## src/hdl/etf_pkg.sv

```systemverilog
// Shared types, constants and helpers for the escape-time fractal pixel core.
// No dependencies.
`timescale 1ns / 1ps

package etf_pkg;

    localparam int COORD_W = 10;
    localparam int FIX_W   = 64;
    localparam int PROD_W  = 128;
    localparam int CNT_W   = 20;
    localparam int IDX_W   = 3;

    localparam logic [1:0] MODE_MANDEL  = 2'd0;
    localparam logic [1:0] MODE_FIXED_C = 2'd1;
    localparam logic [1:0] MODE_DIST    = 2'd2;

    localparam logic [IDX_W-1:0] REG_MODE   = 3'd0;
    localparam logic [IDX_W-1:0] REG_XSTART = 3'd1;
    localparam logic [IDX_W-1:0] REG_YSTART = 3'd2;
    localparam logic [IDX_W-1:0] REG_XSTEP  = 3'd3;
    localparam logic [IDX_W-1:0] REG_YSTEP  = 3'd4;
    localparam logic [IDX_W-1:0] REG_JCRE   = 3'd5;
    localparam logic [IDX_W-1:0] REG_JCIM   = 3'd6;
    localparam logic [IDX_W-1:0] REG_LIMIT  = 3'd7;

    localparam logic [FIX_W-1:0] DERIV_ONE = 64'h0000_0001_0000_0000;

    typedef struct packed {
        logic [COORD_W-1:0] col;
        logic [COORD_W-1:0] row;
        logic               julia;
        logic               deriv;
    } t_job;

    typedef struct packed {
        logic [FIX_W-1:0] x_start;
        logic [FIX_W-1:0] y_start;
        logic [FIX_W-1:0] x_step;
        logic [FIX_W-1:0] y_step;
        logic [FIX_W-1:0] jc_re;
        logic [FIX_W-1:0] jc_im;
        logic [CNT_W-1:0] limit;
    } t_cfg;

    function automatic logic [FIX_W-1:0] sat129(input logic [PROD_W:0] v);
        logic [FIX_W-1:0] r;
        if (v[PROD_W:FIX_W-1] == {(PROD_W-FIX_W+2){v[PROD_W]}}) begin
            r = v[FIX_W-1:0];
        end else if (v[PROD_W]) begin
            r = {1'b1, {(FIX_W-1){1'b0}}};
        end else begin
            r = {1'b0, {(FIX_W-1){1'b1}}};
        end
        return r;
    endfunction

endpackage

```

## src/hdl/etf_front.sv

```systemverilog
// Input side: holding register that takes pixel beats and tags the fractal mode.
// Depends on etf_pkg.
`timescale 1ns / 1ps

module etf_front (
    input  logic                          i_clk,
    input  logic                          i_rst_n,
    input  logic                          i_valid,
    output logic                          o_stall,
    input  logic [etf_pkg::COORD_W-1:0]   i_pixel_col,
    input  logic [etf_pkg::COORD_W-1:0]   i_pixel_row,
    input  logic [1:0]                    i_mode,
    input  logic                          i_q_full,
    output logic                          o_push,
    output etf_pkg::t_job                 o_job
);
    logic          r_full;
    etf_pkg::t_job r_job;
    logic          w_acc;

    assign o_stall = r_full && i_q_full;
    assign w_acc   = i_valid && !o_stall;
    assign o_push  = r_full && !i_q_full;
    assign o_job   = r_job;

    always_ff @(posedge i_clk) begin
        if (!i_rst_n) begin
            r_full <= 1'b0;
        end else if (w_acc) begin
            r_full <= 1'b1;
        end else if (o_push) begin
            r_full <= 1'b0;
        end
    end

    always_ff @(posedge i_clk) begin
        if (w_acc) begin
            r_job.col   <= i_pixel_col;
            r_job.row   <= i_pixel_row;
            r_job.julia <= (i_mode == etf_pkg::MODE_FIXED_C);
            r_job.deriv <= (i_mode == etf_pkg::MODE_DIST);
        end
    end
endmodule

```

## config.mk

```make
export PLATFORM = sky130hd
export DESIGN_NAME = etf_front
export DESIGN_NICKNAME = d
export VERILOG_FILES = /design/src/hdl/etf_pkg.sv /design/src/hdl/etf_front.sv
export SDC_FILE = /design/constraint.sdc
export NUM_CORES = 1
export LEC_CHECK = 0
export BUFFER_PORTS_ARGS = -buffer_cell sky130_fd_sc_hd__buf_4
export CORE_AREA = 2 2 47 49
export DETAILED_ROUTE_END_ITERATION = 7
export DIE_AREA = 0 0 49 51
export PLACE_DENSITY = 0.79
export SYNTH_ARGS = -nofsm -noshare
export SYNTH_HDL_FRONTEND = slang
export SYNTH_SLANG_ARGS = --single-unit
```

## constraint.sdc

```tcl
create_clock -name i_clk -period 2.5 [get_ports i_clk]
set_input_delay 0.125 -clock i_clk [delete_from_list [all_inputs] [get_ports i_clk]]
set_output_delay 0.125 -clock i_clk [all_outputs]
set_load 0.02 [all_outputs]
```

Word level (Yosys, flattened, before mapping)
Cells that the tools add are included.
Widths: inputs -> output; s select.
- word-level logic and storage cells: 15
- output and inout port bits: 24
- flip-flop bits (word level): 23
- memories kept: 0
- bits in read-only memories: 0
- latch bits: 0
- bits in writable memories: 0
- divide/modulo/power cells: 0
- multiply operators: 0
- bitwise operators: 0
- shift-type cells: 0
- order comparisons: 0
- add/subtract/negate cells: 0
- reductions and logical operators: 6
- muxes and demuxes: 2
- equality and inequality tests: 2
- operator list (operator ; number):
    $logic_and 1x1->1 ; 3
    $eq 2x1->1 const B ; 1
    $eq 2x2->1 const B ; 1
    $logic_not 1->1 ; 2
    $mux 1 ; 2
    $reduce_bool 2->1 ; 1

Logic depth before layout (Yosys ltp)
- depth in word-level cells: 4
- gate-level depth with buffers: 2
- mapped depth without buffers: 2

Worst setup path after synthesis
Ideal clock, no wire load.
- path kind: register -> register
- from: register r_full
- to: register r_job (netlist bit o_job[0]), enable pin
- arrival time: 1471 ps
- data required time: 2097 ps
- cell stages (with the launch flop): 3
- setup slack: 626 ps
- clock period less this slack: 1874 ps
- cells stage by stage: dfxtp_1 -> and2_4 -> nor2b_1
- longest elaborated chain between the ends: 3
- RTL lines (element ; RTL line ; text):
    from (decl) ; etf_front.sv:17 ; logic r_full;
    from (signal assigned) ; etf_front.sv:28 ; r_full <= 1'b0;
    from (signal assigned) ; etf_front.sv:30 ; r_full <= 1'b1;
    from (signal assigned) ; etf_front.sv:32 ; r_full <= 1'b0;
    $logic_and 1x1->1 ; etf_front.sv:21 ; assign o_stall = r_full && i_q_full;
    via o_stall ; etf_front.sv:9 ; output logic o_stall,
    $logic_not 1->1 ; etf_front.sv:22 ; assign w_acc = i_valid && !o_stall;
    $logic_and 1x1->1 ; etf_front.sv:22 ;
    via w_acc ; etf_front.sv:19 ; logic w_acc;
    to (decl) ; etf_front.sv:18 ; etf_pkg::t_job r_job;
The timed path passes the listed nets, and every way through them passes these cells.
A chain may end at the register's enable or synchronous reset.

Worst setup path in the final report
- from: register r_full
- to: register r_job (netlist bit o_job[13]), enable pin
- longest elaborated chain between the ends: 3
- RTL lines (element ; RTL line):
    $logic_and 1x1->1 ; etf_front.sv:21
    $logic_not 1->1 ; etf_front.sv:22
    $logic_and 1x1->1 ; etf_front.sv:22
    via w_acc ; etf_front.sv:19
The timed path passes the listed nets, and every way through them passes these cells.

==> qor.csv <==
metric,value,unit
status,"complete, no violations",
Synth Cell Area,723.2,um2
CTS max path bufs,2,
Post-Synthesis Mean Instance Area,24.94,um2
Via density,4.321,
total gr overflow,0,
crit end category,register,
die footprint,2499,um2
setup TNS,0,ns
vias in the first global route,622,
Startpoint Class,register,
DR WL/cell,14.11,um
FF-to-FF path depth,3,
Final Util,66.04,%
PwrDens,554.6,nW/um2
FP Rows,17,
Max transition margin,76.04,%
final instance area,1363,um2
CP Launch Point,r_full,
Resized cells post-CTS,0,
first-pass GRT wire length,2932,um
Final Skew,0.006088,ns
"Area growth, synth to finish",88.41,%
endpoints failing hold,0,
initial antenna violation count,0,
number of synthesis warnings,0,
I/O pin count,50,
Die Ht,51,um
GPL Wtd Cong,0.6720,
area of the multi-input gates,45.04,um2
critical path class,register to register,
CTS Root Cell,clkbuf_4,
CP required,2.51,ns
Leak,0.5825,nW
fin crit share,55.61,%
share of layout cells above drive strength 1,53.40,%
arrival time at the worst endpoint,1.40,ns
worst slew pin tran,0.3578,ns
Fill cells,138,
Final ANT Viol Nets,0,
Detailed Routing Iterations Pass 1,4,
clk_lat worst skew,0.31,ns
unrepaired setup endpoints after global routing,no,
largest fanout on the critical path,16,
Port-buffer cells,49,
nets,130,
GRT Overall Usage,16.48,%
post-synth cell types,6,
dpl cell area,1136,um2
Synth Instances,29,
Final Max Tran Viols,0,
#FFs+latches synth,23,
Register Area,680.7,um2
initial core utilization,35.05,%
H-tree Lvls,1,
final setup vio count,0,
Hold WS,0.01893,ns
"commonest non-fill, non-tap cell in the layout",buf_4,
Worst-path clk slew,0.12,ns
fin crit period,1.390,ns
vias,566,
most frequent cells in the layout,"buf_4, edfxtp_1, dlygate4sd3_1",
CTS Buf Count,3,
TritonCTS clock tree,done,
Hold Startpoint,i_rst_n,
RR Endpoint,o_job[13],
crit path to,o_job[13],
diodes inserted,0,
Max Cap Viol,0,
Die Span X,49,um
r2r startpoint,r_full,
highest ir drop seen on vdd,499.1,uV
pin count of the biggest net entering global routing,17,
sequential fraction of the synthesis area,94.12,%
drt total wl,1849,um
Hold Path Class,primary input to register,
Core ar.,2063,um2
R2R Setup Slk,1.11,ns
Max Fclk,719.3,MHz
syn nets,55,
initial DRC count,10,
DRC viols,0,
Clock Sinks,23,
## flip-flops by register name, indices dropped and copies added (netlist names)
register / flops
o_job: 22
r_full: 1
## worst max-delay path, cell delays in order, from the launching register on
cell     delay [ns]
dfxtp_1        0.33
and2_4         0.14
nor2b_2        0.31
buf_4          0.31
## per-stage QoR
step | power [mW] | cells | worst slack (ns)
floorplan | 0.5043 | 29 | 0.6259
global placement | 0.5687 | 107 | 1.189
detailed placement | 0.5718 | 107 | 1.152
CTS | 0.7533 | 131 | 1.134
global route | 0.7883 | 131 | 1.052
finish | 0.7557 | 131 | 1.110
## metal layers
metal / vias to the layer above / track usage (%) / wire length (um)
li1: 259 / - / -
met1: 268 / 18.07 / 676
met2: 35 / 29.00 / 958
met3: 4 / 6.140 / 182
met4: 0 / 6.667 / 31
met5: - / 0 / 0
## how the worst min path moves through the flow
stage / to / slack (ns) / cells past startpoint
final: r_full / 0.02 / 2
after global routing: r_full / 0.002 / 2
after CTS: r_full / 0.01 / 2
after detailed placement: o_job[6] / 0.30 / 1
after global placement: o_job[13] / 0.30 / 1
after floorplan: o_job[10] / 0.22 / 0
## Yosys cell counts
cell | count | area [um2]
and2_4 | 1 | 8.760
edfxtp_1 | 22 | 660.6
and2b_1 | 1 | 7.510
o21a_1 | 1 | 7.510
dfxtp_1 | 1 | 20.02
nor2b_1 | 3 | 18.77
## kinds of logic (layout without fill, tap and decap cells)
family | count (synthesis) | count (layout) | share of synthesized area (%)
AOI/OAI and AO/OA | 1 | 1 | 1.038
buffers and inverters | 0 | 74 | 0
DFF | 23 | 23 | 94.12
and+or+nand+nor | 5 | 5 | 4.845
## repair_timing
item                      in CTS  in global routing
hold buffers                  20                  0
buffers inserted               0                  0
hold endpoints to repair      20                  0
## report_power, final
group	switching [mW]	internal, mW
combinational	0.0596	0.0758
sequential	0.00672	0.449
clock	0.103	0.0623
total	0.169	0.587
## final cells by class
class	count	share of cell area [%]
Sequential cell	23	49.95
Clock buffer	4	1.928
Multi-Input combinational cell	6	3.306
Timing Repair Buffer	70	42.24
Tap cell	28	2.571
No activity file was read; power rests on OpenSTA's default activity.
