## src/hdl/etf_pkg.sv

```systemverilog
// Shared types, constants and helpers for the escape-time fractal pixel core.
// No dependencies.
`timescale 1ns / 1ps

package etf_pkg;

    localparam int COORD_W = 10;
    localparam int FIX_W   = 64;
    localparam int PROD_W  = 128;
    localparam int CNT_W   = 20;
    localparam int IDX_W   = 3;

    localparam logic [1:0] MODE_MANDEL  = 2'd0;
    localparam logic [1:0] MODE_FIXED_C = 2'd1;
    localparam logic [1:0] MODE_DIST    = 2'd2;

    localparam logic [IDX_W-1:0] REG_MODE   = 3'd0;
    localparam logic [IDX_W-1:0] REG_XSTART = 3'd1;
    localparam logic [IDX_W-1:0] REG_YSTART = 3'd2;
    localparam logic [IDX_W-1:0] REG_XSTEP  = 3'd3;
    localparam logic [IDX_W-1:0] REG_YSTEP  = 3'd4;
    localparam logic [IDX_W-1:0] REG_JCRE   = 3'd5;
    localparam logic [IDX_W-1:0] REG_JCIM   = 3'd6;
    localparam logic [IDX_W-1:0] REG_LIMIT  = 3'd7;

    localparam logic [FIX_W-1:0] DERIV_ONE = 64'h0000_0001_0000_0000;

    typedef struct packed {
        logic [COORD_W-1:0] col;
        logic [COORD_W-1:0] row;
        logic               julia;
        logic               deriv;
    } t_job;

    typedef struct packed {
        logic [FIX_W-1:0] x_start;
        logic [FIX_W-1:0] y_start;
        logic [FIX_W-1:0] x_step;
        logic [FIX_W-1:0] y_step;
        logic [FIX_W-1:0] jc_re;
        logic [FIX_W-1:0] jc_im;
        logic [CNT_W-1:0] limit;
    } t_cfg;

    function automatic logic [FIX_W-1:0] sat129(input logic [PROD_W:0] v);
        logic [FIX_W-1:0] r;
        if (v[PROD_W:FIX_W-1] == {(PROD_W-FIX_W+2){v[PROD_W]}}) begin
            r = v[FIX_W-1:0];
        end else if (v[PROD_W]) begin
            r = {1'b1, {(FIX_W-1){1'b0}}};
        end else begin
            r = {1'b0, {(FIX_W-1){1'b1}}};
        end
        return r;
    endfunction

endpackage

```

## src/hdl/etf_queue.sv

```systemverilog
// Two-entry job queue between the front and the iteration engine.
// Depends on etf_pkg.
`timescale 1ns / 1ps

module etf_queue (
    input  logic           i_clk,
    input  logic           i_rst_n,
    input  logic           i_push,
    input  etf_pkg::t_job  i_job,
    output logic           o_full,
    input  logic           i_pop,
    output logic           o_valid,
    output etf_pkg::t_job  o_job
);
    etf_pkg::t_job r_mem [2];
    logic          r_wp;
    logic          r_rp;
    logic [1:0]    r_cnt;

    assign o_full  = (r_cnt == 2'd2);
    assign o_valid = (r_cnt != 2'd0);
    assign o_job   = r_mem[r_rp];

    always_ff @(posedge i_clk) begin
        if (i_push) begin
            r_mem[r_wp] <= i_job;
        end
    end

    always_ff @(posedge i_clk) begin
        if (!i_rst_n) begin
            r_wp  <= 1'b0;
            r_rp  <= 1'b0;
            r_cnt <= 2'd0;
        end else begin
            if (i_push) begin
                r_wp <= ~r_wp;
            end
            if (i_pop) begin
                r_rp <= ~r_rp;
            end
            r_cnt <= r_cnt + {1'b0, i_push} - {1'b0, i_pop};
        end
    end
endmodule

```

## config.mk

```make
export PLATFORM = sky130hd
export DESIGN_NAME = etf_queue
export DESIGN_NICKNAME = d
export VERILOG_FILES = /design/src/hdl/etf_pkg.sv /design/src/hdl/etf_queue.sv
export SDC_FILE = /design/constraint.sdc
export NUM_CORES = 1
export LEC_CHECK = 0
export BUFFER_PORTS_ARGS = -buffer_cell sky130_fd_sc_hd__buf_2
export CORE_ASPECT_RATIO = 0.6
export CORE_UTILIZATION = 51
export DETAILED_ROUTE_END_ITERATION = 16
export HOLD_SLACK_MARGIN = 0.12
export PLACE_DENSITY = 0.8
export SLEW_MARGIN = 20
export SYNTH_ARGS = -nofsm -noshare
export SYNTH_HDL_FRONTEND = slang
export SYNTH_SLANG_ARGS = --single-unit
export TNS_END_PERCENT = 20
```

## constraint.sdc

```tcl
create_clock -name i_clk -period 2.3 [get_ports i_clk]
set_input_delay 0.46 -clock i_clk [delete_from_list [all_inputs] [get_ports i_clk]]
set_output_delay 0.46 -clock i_clk [all_outputs]
set_load 0.02 [all_outputs]
```

Word-level counts from Yosys, hierarchy flattened
Memory sizes are Yosys's and may differ from the RTL's. A register that Yosys moved wholly into a read port is not among the register bits. Cells that the tools add are included.

Register bits after elaboration: 4. Latch bits: 0. RAM bits: 44. ROM bits: 0. Output and inout bits: 24. Word-level logic and storage cells: 14. Memories kept: 1.

Add/subtract/negate cells: 2. Multipliers: 0. Divide/modulo/power cells: 0. Order comparisons: 0. Equality and inequality tests: 1. Shift-type cells: 0. Multiplexer cells: 4. Bitwise logic cells: 2. Reduce and logical (&&, ||, !) cells: 1.

Memories: r_mem (words 2, bits a word 22, read ports 1, clocked after Yosys merged registers in 1, wr ports 1, RTL line etf_queue.sv:15) `etf_pkg::t_job r_mem [2];`.

Operators with widths (number): $mux 1 (4); $add 2x1->2 (1); $eq 2x2->1 const B (1); $not 1->1 (2); $reduce_bool 2->1 (1); $sub 2x1->2 (1).

Depth between registers and ports, before layout
Depth in word-level cells: 3. Mapped depth: 6.

Worst setup path after synthesis
No wires, ideal clock.

Path kind: in2reg. From: in i_push. To: mem r_mem[0][0] (netlist name), enable pin. Setup time: 405 ps. Arrival time: 1511 ps. Data required time: 1895 ps. Slack: 384 ps. Stages: 1. Path buffers: 0. Cell sequence: nor2b_1.

Longest elaborated chain between the ends: 2.

RTL lines: start: declaration (RTL line etf_queue.sv:8) `input logic i_push,`; $mux 1 (RTL line etf_queue.sv:25) `if (i_push) begin`; $mux 1 (not written as such) (RTL line etf_queue.sv:26) `r_mem[r_wp] <= i_job;`; end: declaration (RTL line etf_queue.sv:15).

Every way passes these cells.

==> flow_summary.ini <==
[synth]
postSynthAreaPerCell_sq_um = 20.4
synth_fp_nets = 117
post_synth_most_frequent_cells = sky130_fd_sc_hd__edfxtp_1, sky130_fd_sc_hd__mux2_2, sky130_fd_sc_hd__dfxtp_1, sky130_fd_sc_hd__and2_1, sky130_fd_sc_hd__nor2b_1
synth_cells = 89
synth_seq_cells = 49
synth_top_cell_area_share_pct = 72.6
ys_top_cells_by_area = sky130_fd_sc_hd__edfxtp_1, sky130_fd_sc_hd__mux2_2, sky130_fd_sc_hd__dfxtp_1, sky130_fd_sc_hd__and2_1, sky130_fd_sc_hd__ha_1
synthesis.area_sq_um = 1820
synth.distinct_cells = 12
synth.most_common_cell = sky130_fd_sc_hd__edfxtp_1
synth-seq-area-share_pct = 78.1
yosys.area.top_type = sky130_fd_sc_hd__edfxtp_1
yosysWarnings = 0
synth_flop_cell = sky130_fd_sc_hd__edfxtp_1
synth_enable_flop_cells = 44
synth-async-reset-ratio_pct = 0

[critical_path]
timing.critical_path.slowest_stage_cell = sky130_fd_sc_hd__mux2_2
worst-setup-path-type = reg2out
worst_ep_arrival_time_ps = 1350
worstPathRequired_ps = 1840
cp_top_family = buffers and inverters
crit-reg2reg-launch = r_wp
worst_r2r_endpoint = r_mem[1][4]
worst-path-max-fanout = 12
crit_cells = 3
critPathLaunchType = flop
cp_num_buf_inv = 2
r2r.worst_path.cells = 2
crit_path_end_kind = output pin
capture_point_of_the_critical_path = o_job[19]
worst_path_largest_cell_delay_ps = 360
path_cells = buf_4 > mux2_2 > buf_2
worst-r2r-setup-slack_ps = 910

[cells_and_area]
design.final.nets = 176
layout-area-overhead-vs-synth_pct = 21.9
final_layout_size_suffix_gt1_share_pct = 55.7
diodes = 0

[global_routing]
first_global_vias = 909
grt_antenna_before_repair = 0
gr-usage-all-layers_pct = 15.5
grt_pass1_wl_mm = 3.99
grt_overflow_total = 0
maximum_number_of_pins_on_one_net_before_global_route_repair = 15

[cts]
cts_hold_buf = 0
total_of_cells_resized_after_clock_tree_synthesis = 0
cts_htree_levels = 2
cts.repair_timing.setup_buffer_count = 0
worst_setup_hold_path_clk_slew_ps = 80
cts_inserted_buffers = 5
clk_latency_ps = 290
cts_root_buf = sky130_fd_sc_hd__clkbuf_8
clock_sink_count = 49
ctsLongestPathBuffers = 2
clock_tree_from_tritoncts = done

[route]
wirelength_per_cell_microns = 13.9
detail_route.drc_violations = 0
final_antenna_net_count = 0
routed-via-count = 925
drt-vias-per-instance = 4.77
wl_mm = 2.70
drt_pass_1_iters = 4
detailedRoute.firstIterationViolations = 31

[placement]
io_buffer_count = 49
gp_congestion = 0.681
dp_hpwl_mm = 2.00

[sta]
tightest_slew_ps = 470
slew_violations = 0
setup-tns-final_ps = 0
final_hold_viol_count = 0
clock-skew-final_ps = 1.12
fin_crit_ps = 1810
unrepaired_setup_endpoints_after_global_routing = false
timing.max_slew.rel_slack_pct = 68.7
max_freq_ghz = 0.554
period_utilization_pct = 78.5
setup_viol = 0

[floorplan]
row_count = 16
horiz_die_dim_microns = 79.1
dieHeight_microns = 48.3
initial_core_util_pct = 54.7
design.die.area_sq_um = 3820
ioPinCount = 50
core_area_sq_um = 3320

[power_and_ir_drop]
power_leakage_uw = 0.000865
power_density_nw_per_um2 = 801
p_total_uw = 1780
worst_ir_drop_vdd_mv = 0.509

[outcome]
outcome = finished clean

[job]
drv.max_cap_violation_count = 0

[worst_hold_path]
hold_critical_path_depth = 1
hp-start = i_job[7]
min_path_type = in2reg
[sequential cells by signal, indices dropped and copies added (netlist names), named ones only]
signal  flops
r_rp        1
r_cnt       2
r_mem      44
r_wp        1
[per-stage QoR]
step                      utilization [%]  hold slack (ps)  setup WS [ps]  cell area (sq um)  std cells
after global placement               64.3              569            730               2140        186
after detailed placement             64.3              571            660               2140        186
after floorplan                         -              555            384               1820         89
after global routing                 66.8              334            417               2220        194
after CTS                            66.8              339            473               2220        194
final                                66.8              353            494               2220        194
[cell usage in the layout (no fill, tap or decap), drive strengths merged]
cell type,n
buf,54
edfxtp,44
mux2,22
clkbuf,7
dfxtp,5
and2,4
nor2b,4
inv,2
ha,2
or2,1
xor2,1
o21a,1
xnor3,1
clkinv,1
[report_power, final]
group,internal (uW),total [uW],switching [uW]
combinational,128,278,150
sequential,1030,1040,17.1
clock,212,455,244
[metal layers]
layer	wire (microns)	GRT usage [%]	part of all wire, %
met3	212	6.54	7.9
met1	1130	18.4	42
met5	0	0	0
met4	31	6.55	1.1
met2	1320	26.2	49
[worst min-delay path by stage]
stage	endpoint	slack [ps]
2_1_floorplan	flop	550
3_3_place_gp	r_rp	570
3_5_place_dp	flop	570
4_1_cts	r_mem[0][7]	340
5_1_grt	r_mem[1][9]	330
6_report	r_mem[1][7]	350
[kinds of logic after synthesis]
family / synth area share (%)
AOI/OAI and AO/OA: 0.413
xor gates and xnor gates: 1.72
adders and majority gates: 1.38
buffers and inverters: 1.65
DFF: 78.1
muxes: 13.6
and+or+nand+nor: 3.09
[layout make-up]
class,instances,area (sq um)
Fill cell,236,1100
Clock buffer,7,76.3
Sequential cell,49,1420
Inverter,2,7.51
Clock inverter,1,3.75
Timing Repair Buffer,54,283
Tap cell,45,56.3
Multi-Input combinational cell,36,370
[worst register-to-register path: stages (launching register included)]
cell and delay [ps]:
sky130_fd_sc_hd__dfxtp_1 360, sky130_fd_sc_hd__and2_1 430, sky130_fd_sc_hd__buf_4 310
Note: power is estimated with default switching activity, not from simulation.
